**src/rtl/bba_pkg.sv**
```systemverilog
// ----------------------------------------------------------------------------
// bba_pkg
// shared types, constants and codes of the bitmap block allocator
// ----------------------------------------------------------------------------
package bba_pkg;

	localparam int CACHE_ENTRIES = 16;
	localparam int CACHE_IDX_W   = $clog2(CACHE_ENTRIES);
	localparam int POS_W         = CACHE_IDX_W + 1;
	localparam int BLK_W         = 15;
	localparam int MAX_BLOCKS    = 32768;
	localparam int BYTE_W        = 8;
	localparam int BIT_IDX_W     = 3;
	localparam int MAP_BYTES     = MAX_BLOCKS / BYTE_W;
	localparam int MAP_ADDR_W    = $clog2(MAP_BYTES);

	// command codes
	localparam logic [1:0] CMD_ALLOC = 2'd0;
	localparam logic [1:0] CMD_FREE  = 2'd1;
	localparam logic [1:0] CMD_LOAD  = 2'd2;
	localparam logic [1:0] CMD_NOP   = 2'd3;

	// status codes
	localparam logic [1:0] STAT_OK    = 2'd0;
	localparam logic [1:0] STAT_NONE  = 2'd1;
	localparam logic [1:0] STAT_RANGE = 2'd2;

	typedef struct packed {
		logic [1:0]       cmd;
		logic [BLK_W-1:0] block_or_byte;
		logic [7:0]       map_bits;
	} in_word_t;

	typedef struct packed {
		logic [1:0]       status;
		logic [BLK_W-1:0] granted_block;
	} out_word_t;

	// access to the free-block cache
	typedef struct packed {
		logic                   clr;
		logic                   we;
		logic [CACHE_IDX_W-1:0] widx;
		logic [BLK_W-1:0]       wdata;
		logic [CACHE_IDX_W-1:0] ridx;
	} cache_req_t;

	typedef enum logic [3:0] {
		ST_CLEAR,
		ST_IDLE,
		ST_ALLOC_CHK,
		ST_SCAN,
		ST_ALLOC_PICK,
		ST_FREE_CHK,
		ST_INS_WALK,
		ST_BIT_RD,
		ST_BIT_WR,
		ST_DONE
	} bba_state_t;

endpackage

```
**src/rtl/bba_cache.sv**
```systemverilog
// ----------------------------------------------------------------------------
// bba_cache
// small register file of cached free block numbers, one read, one write
// ----------------------------------------------------------------------------
module bba_cache import bba_pkg::*; (
	input  logic             clk,
	input  logic             arst_n,
	input  cache_req_t       req,
	output logic [BLK_W-1:0] rdata
);

	logic [BLK_W-1:0] entry_q [CACHE_ENTRIES];

	always_ff @(posedge clk or negedge arst_n) begin
		if (!arst_n) begin
			for (int i = 0; i < CACHE_ENTRIES; i++) begin
				entry_q[i] <= '0;
			end
		end else if (req.clr) begin
			for (int i = 0; i < CACHE_ENTRIES; i++) begin
				entry_q[i] <= '0;
			end
		end else if (req.we) begin
			entry_q[req.widx] <= req.wdata;
		end
	end

	assign rdata = entry_q[req.ridx];

endmodule

```
**config.mk**
```make
export PLATFORM = sky130hd
export DESIGN_NAME = bba_cache
export DESIGN_NICKNAME = d
export VERILOG_FILES = /design/src/rtl/bba_pkg.sv /design/src/rtl/bba_cache.sv
export SDC_FILE = /design/constraint.sdc
export NUM_CORES = 1
export LEC_CHECK = 0
export BUFFER_PORTS_ARGS = -buffer_cell sky130_fd_sc_hd__buf_2
export CAP_MARGIN = 30
export CORE_UTILIZATION = 50
export CTS_CLUSTER_DIAMETER = 30
export DETAILED_ROUTE_END_ITERATION = 8
export GPL_TIMING_DRIVEN = 0
export PLACE_DENSITY = 0.69
export SLEW_MARGIN = 5
export SYNTH_ARGS = -nofsm -noshare
export SYNTH_HDL_FRONTEND = slang
export SYNTH_SLANG_ARGS = --single-unit
```
**constraint.sdc**
```tcl
create_clock -name clk -period 1.2 [get_ports clk]
set_input_delay 0.06 -clock clk [delete_from_list [all_inputs] [get_ports clk]]
set_output_delay 0.06 -clock clk [all_outputs]
set_load 0.02 [all_outputs]
```
Yosys cells after proc, flatten, opt, wreduce, memory -nomap -nowiden
Cells that the tools add are included.
Storage, ports and cells
  bits in registers: 240
  input bits: 27
  logic and storage cells: 31
Cells by class
  bitwise operators: 2
  order comparisons: 3
  mux-type cells: 8
  reductions and logical operators: 2
Operators with widths (number)
  2-to-1 mux 240 bit: 2
  bitwise mux 240 bit: 1
  binary-select mux 15 bit (select 4 bit): 1
  demux 15 bit (select 4 bit): 1
  2-to-1 mux 15 bit: 3
  >= comparator 5 bit, second input constant: 2
  inverter 4 -> 5 bit: 2
  less-than comparator 5 x 1 -> 1 bit, second input constant: 1
  nonzero test 2 bit: 1
  logical AND 1 bit: 1

Logic depth before layout (Yosys ltp)
  depth in word-level cells: 8
  gate-level depth with buffers: 5
  gate-level depth less buffers: 3

Least setup slack after synthesis
No wires, ideal clock.
  kind: input to output
  start point: in req[0] (netlist name)
  end point: out rdata[13]
  path slack: -56 ps
  required time: 1140 ps
  stages on the path: 5
  arrival: 1196 ps
  path buffers: 2
  path through: buf_6 > buf_6 > mux4_1 > a22oi_1 > nand2_1
On the way
  cells in the longest elaborated chain, start to end: 4
Ends and longest elaborated chain
  start: declaration: line bba_cache.sv:8  | input cache_req_t req,
  inverter 4 -> 5 bit (not written as such): line bba_cache.sv:28  | assign rdata = entry_q[req.ridx];
  binary-select mux 15 bit (select 4 bit): line bba_cache.sv:28
  2-to-1 mux 15 bit (not written as such) (2 in a row): line bba_cache.sv:28
  end: declaration: line bba_cache.sv:9  | output logic [BLK_W-1:0] rdata
No other way between the ends. The select of a mux whose other input is x is not followed.

Worst setup path in the final report
  start point: reg entry_q[232] (netlist name)
  end point: out rdata[7]
On the way
  cells in the longest elaborated chain, start to end: 3
Ends and longest elaborated chain
  start: declaration: line bba_cache.sv:12  | logic [BLK_W-1:0] entry_q [CACHE_ENTRIES];
  start signal: indexed assignment: line bba_cache.sv:24  | entry_q[req.widx] <= req.wdata;
  binary-select mux 15 bit (select 4 bit): line bba_cache.sv:28
  2-to-1 mux 15 bit (not written as such) (2 in a row): line bba_cache.sv:28
No other way between the ends. The select of a mux whose other input is x is not followed.

==> impl_metrics.py <==
metrics = {
    "outcome": {
        "outcome": "finished, violations left",
        "failed_checks": "hold timing, setup timing",
    },
    "setup_path": {
        "cp_cell_sequence": "mux4_2, a22oi_2, nand2_2, buf_2",
        "crit_path_start_kind": "register",
        "path_class": "register to output port",
        "worst-endpoint-arrival_ns": 2.09,
        "endpoint_kind": "output port",
        "timing.critical_path.fanout_max": 2,
        "cpMaxStageDelayCell": "mux4_2",
        "worstReg2RegEnd": "entry_q[71]",
        "crit_required_ns": 1.14,
        "ff2ff_path_depth": 2,
        "critical_path.reg2reg.startpoint": "entry_q[71]",
        "worst_path_largest_cell_delay_ns": 0.53,
        "setup.reg_to_reg.worst_slack_ns": 0.37,
    },
    "finish": {
        "layout.cells.most_common": "nand3_1",
        "largest_register_ff_count": 240,
        "commonest_cells_after_routing_fill_and_taps_aside": "241 x nand3_1, 240 x a21oi_1, 240 x dfrtp_1",
        "fin_util_pct": 62.77,
        "fillerInstances": 1988,
        "layout_top_registers": "entry_q: 240 flops",
        "multiInputGateArea_um2": 5534,
        "registers.top_by_ff_count": "entry_q",
        "layout-drive-gt1-share_pct": 18.01,
        "finalInstanceArea_um2": 14870,
        "sequential_cell_area_um2": 6006,
        "layout-area-overhead-vs-synth_pct": 22.14,
        "final_net_count": 1380,
    },
    "timing": {
        "finalSetupViolCount": 16,
        "clock.fmax_mhz": 465.4,
        "worst_slack_ns": -0.9488,
        "worst-slew-pin-transition_ns": 0.9865,
        "finalCriticalPeriod_ns": 2.149,
        "finClkSkew_ns": 0,
        "hold_ws_ns": -0.5933,
        "layout_worst_path_cycle_share_pct": 179.1,
        "maxSlewViolCount": 0,
        "hold_violation_total_from_the_final_report": 126,
        "grt_setup_unrepaired": "yes",
        "max-slew-margin-rel_pct": 34.23,
    },
    "detailed_routing": {
        "wl_mm": 47.74,
        "route.antenna.remaining_nets": 0,
        "route.detailed.wl_per_inst_um": 27.85,
        "routed-via-count": 11820,
        "first_iter_violations": 1534,
        "firstDrtPassIters": 6,
        "drc": 0,
        "detail_route.vias_per_cell": 6.896,
    },
    "synth": {
        "synth_warnings": 0,
        "postSynth.asyncResetShare_pct": 100.0,
        "synth_area_um2": 12170,
        "synth_edf_count": 0,
        "yosysUniqueCellTypes": 24,
        "synthesis.area_per_instance_um2": 9.622,
        "netlist_top_cells_area": "dfrtp_1 49%, nand3_1 9.9%, a21oi_1 9.9%",
        "seq_area_frac_synth_pct": 49.34,
        "number_of_standard_cells_after_synthesis": 1265,
        "synth_flop_type": "dfrtp_1",
        "synth_top_cell_area_share_pct": 49.34,
        "synth.largest_area_cell": "dfrtp_1",
        "mappedNetlistNets": 1292,
        "ys_ff_latch": 240,
    },
    "global_routing": {
        "grt-ovfl-total": 0,
        "antenna_found_initial": 0,
        "global_route_wire_length_before_repair_mm": 72.04,
        "groute.usage.overall_pct": 39.94,
        "largest_net_degree_at_the_start_of_global_routing": 115,
        "via_count_of_the_first_global_routing_pass": 11480,
    },
    "placement": {
        "hpwl_mm": 31.44,
        "place.gp.congestion": 0.9623,
        "place.port_buffers": 23,
        "placement.cell_area_um2": 12850,
    },
    "clock_tree": {
        "clkSinkCount": 240,
        "clock_tree.buffer_depth": 3,
        "numCtsBuffers": 50,
        "ctsHtreeMaxLevel": 2,
        "cts.root.buffer_cell": "clkbuf_16",
        "cts_tree": "done",
        "post_cts_setup_buffers": 0,
        "cts_hold_buffers": 12,
        "worstSkewPairLatency_ns": 0.56,
        "cts.clk_slew.worst_paths_ns": 0.05,
    },
    "floorplanning": {
        "num_rows": 56,
        "die_y_um": 158.0,
        "fp.coreArea_um2": 23680,
        "io_pins": 42,
        "initial_utilization_pct": 51.39,
        "die_area_um2": 24970,
        "chipWidth_um": 158.0,
    },
    "job": {
        "max_cap_violations": 0,
    },
    "pwr": {
        "leakagePower_nw": 5.822,
        "power_density_nw_per_um2": 1666,
        "vdd_ir_drop_max_uv": 1168,
    },
    "worst_hold_path": {
        "min-delay-path-class": "input port to async pin",
    },
}
## cell families (layout without fill, tap and decap cells)
logic type	after synthesis	count (layout)	share of synthesized area [%]
buffers and inverters	180	309	6.055
AND/OR/NAND/NOR	275	275	11.42
other	0	1	0
AO/OA/AOI/OAI	510	510	21.59
flip-flops	240	240	49.34
multiplexers	60	60	11.60
## layer usage
layer  vias up  global-route usage [%]  wire length (um)
met5         -                       0                 0
met4         0                   25.46              3410
met3       215                   12.18              6898
met2      1036                   57.60             20490
met1      5714                   52.43             16940
li1       4854                       -                 -
## cells in the mapped netlist (all sizes together), types with 4 or more instances
cell    count
nand3     241
a21oi     240
dfrtp     240
o21ai     240
clkbuf    160
mux4       60
a22oi      30
buf        20
nand2      16
nor2b       4
## through the flow
| step | power (mW) | hold WS [ns] | setup slack, ns | setup TNS [ns] | std cells |
|---|---|---|---|---|---|
| final | 24.77 | -0.5933 | -0.9488 | -13.21 | 1714 |
| after global routing | 25.27 | -0.5547 | -0.9390 | -13.39 | 1713 |
| after CTS | 24.69 | -0.5690 | -0.8862 | -12.68 | 1714 |
| after detailed placement | 10.22 | 0.003737 | -0.6156 | -102.37 | 1609 |
| after global placement | 10.19 | 0.5020 | -4.361 | -1123.03 | 1607 |
| after floorplan | 9.372 | -0.2356 | 0.0002460 | 0 | 1265 |
## report_power, final
part | total (mW) | switching (mW) | leakage, nW | internal, mW
Clock | 14.5 | 4.74 | 0.881 | 9.77
Combinational | 1.99 | 1.54 | 1.60 | 0.452
Sequential | 8.27 | 0.0589 | 3.34 | 8.21
Total | 24.8 | 6.33 | 5.82 | 18.4
## worst max path at each step
stage	to	start	slack, ns
after CTS	rdata[7]	entry_q[232]	-0.89
after global routing	rdata[5]	entry_q[230]	-0.94
after detailed placement	rdata[7]	req[2]	-0.62
after floorplan	rdata[12]	req[0]	0.0002
final	rdata[7]	entry_q[232]	-0.95
after global placement	entry_q[172]	arst_n	-4.36
## repair_timing
action | CTS | global route
pin swaps | 9 | 2
setup endpoints to repair | 15 | 55
gates resized for setup | 22 | 15
endpoints found under the hold margin | 165 | 126
## critical path, delay by kind of cell (launching register included)
kind,cells,cell delay [ns]
AOI/OAI and AO/OA,1,0.33
and+or+nand+nor,1,0.09
buffers and inverters,1,0.17
muxes,1,0.53
DFF,1,0.41
## cell type report
class                      instances  area share, %
buffer                           179          5.369
multi-input combinational        845          37.22
clock inverter                    28          2.247
tap                              319          2.685
clock buffer                      65          9.746
antenna                            1        0.01683
timing repair buffer              37          2.314
sequential                       240          40.40
No activity file was read; power rests on OpenSTA's default activity.
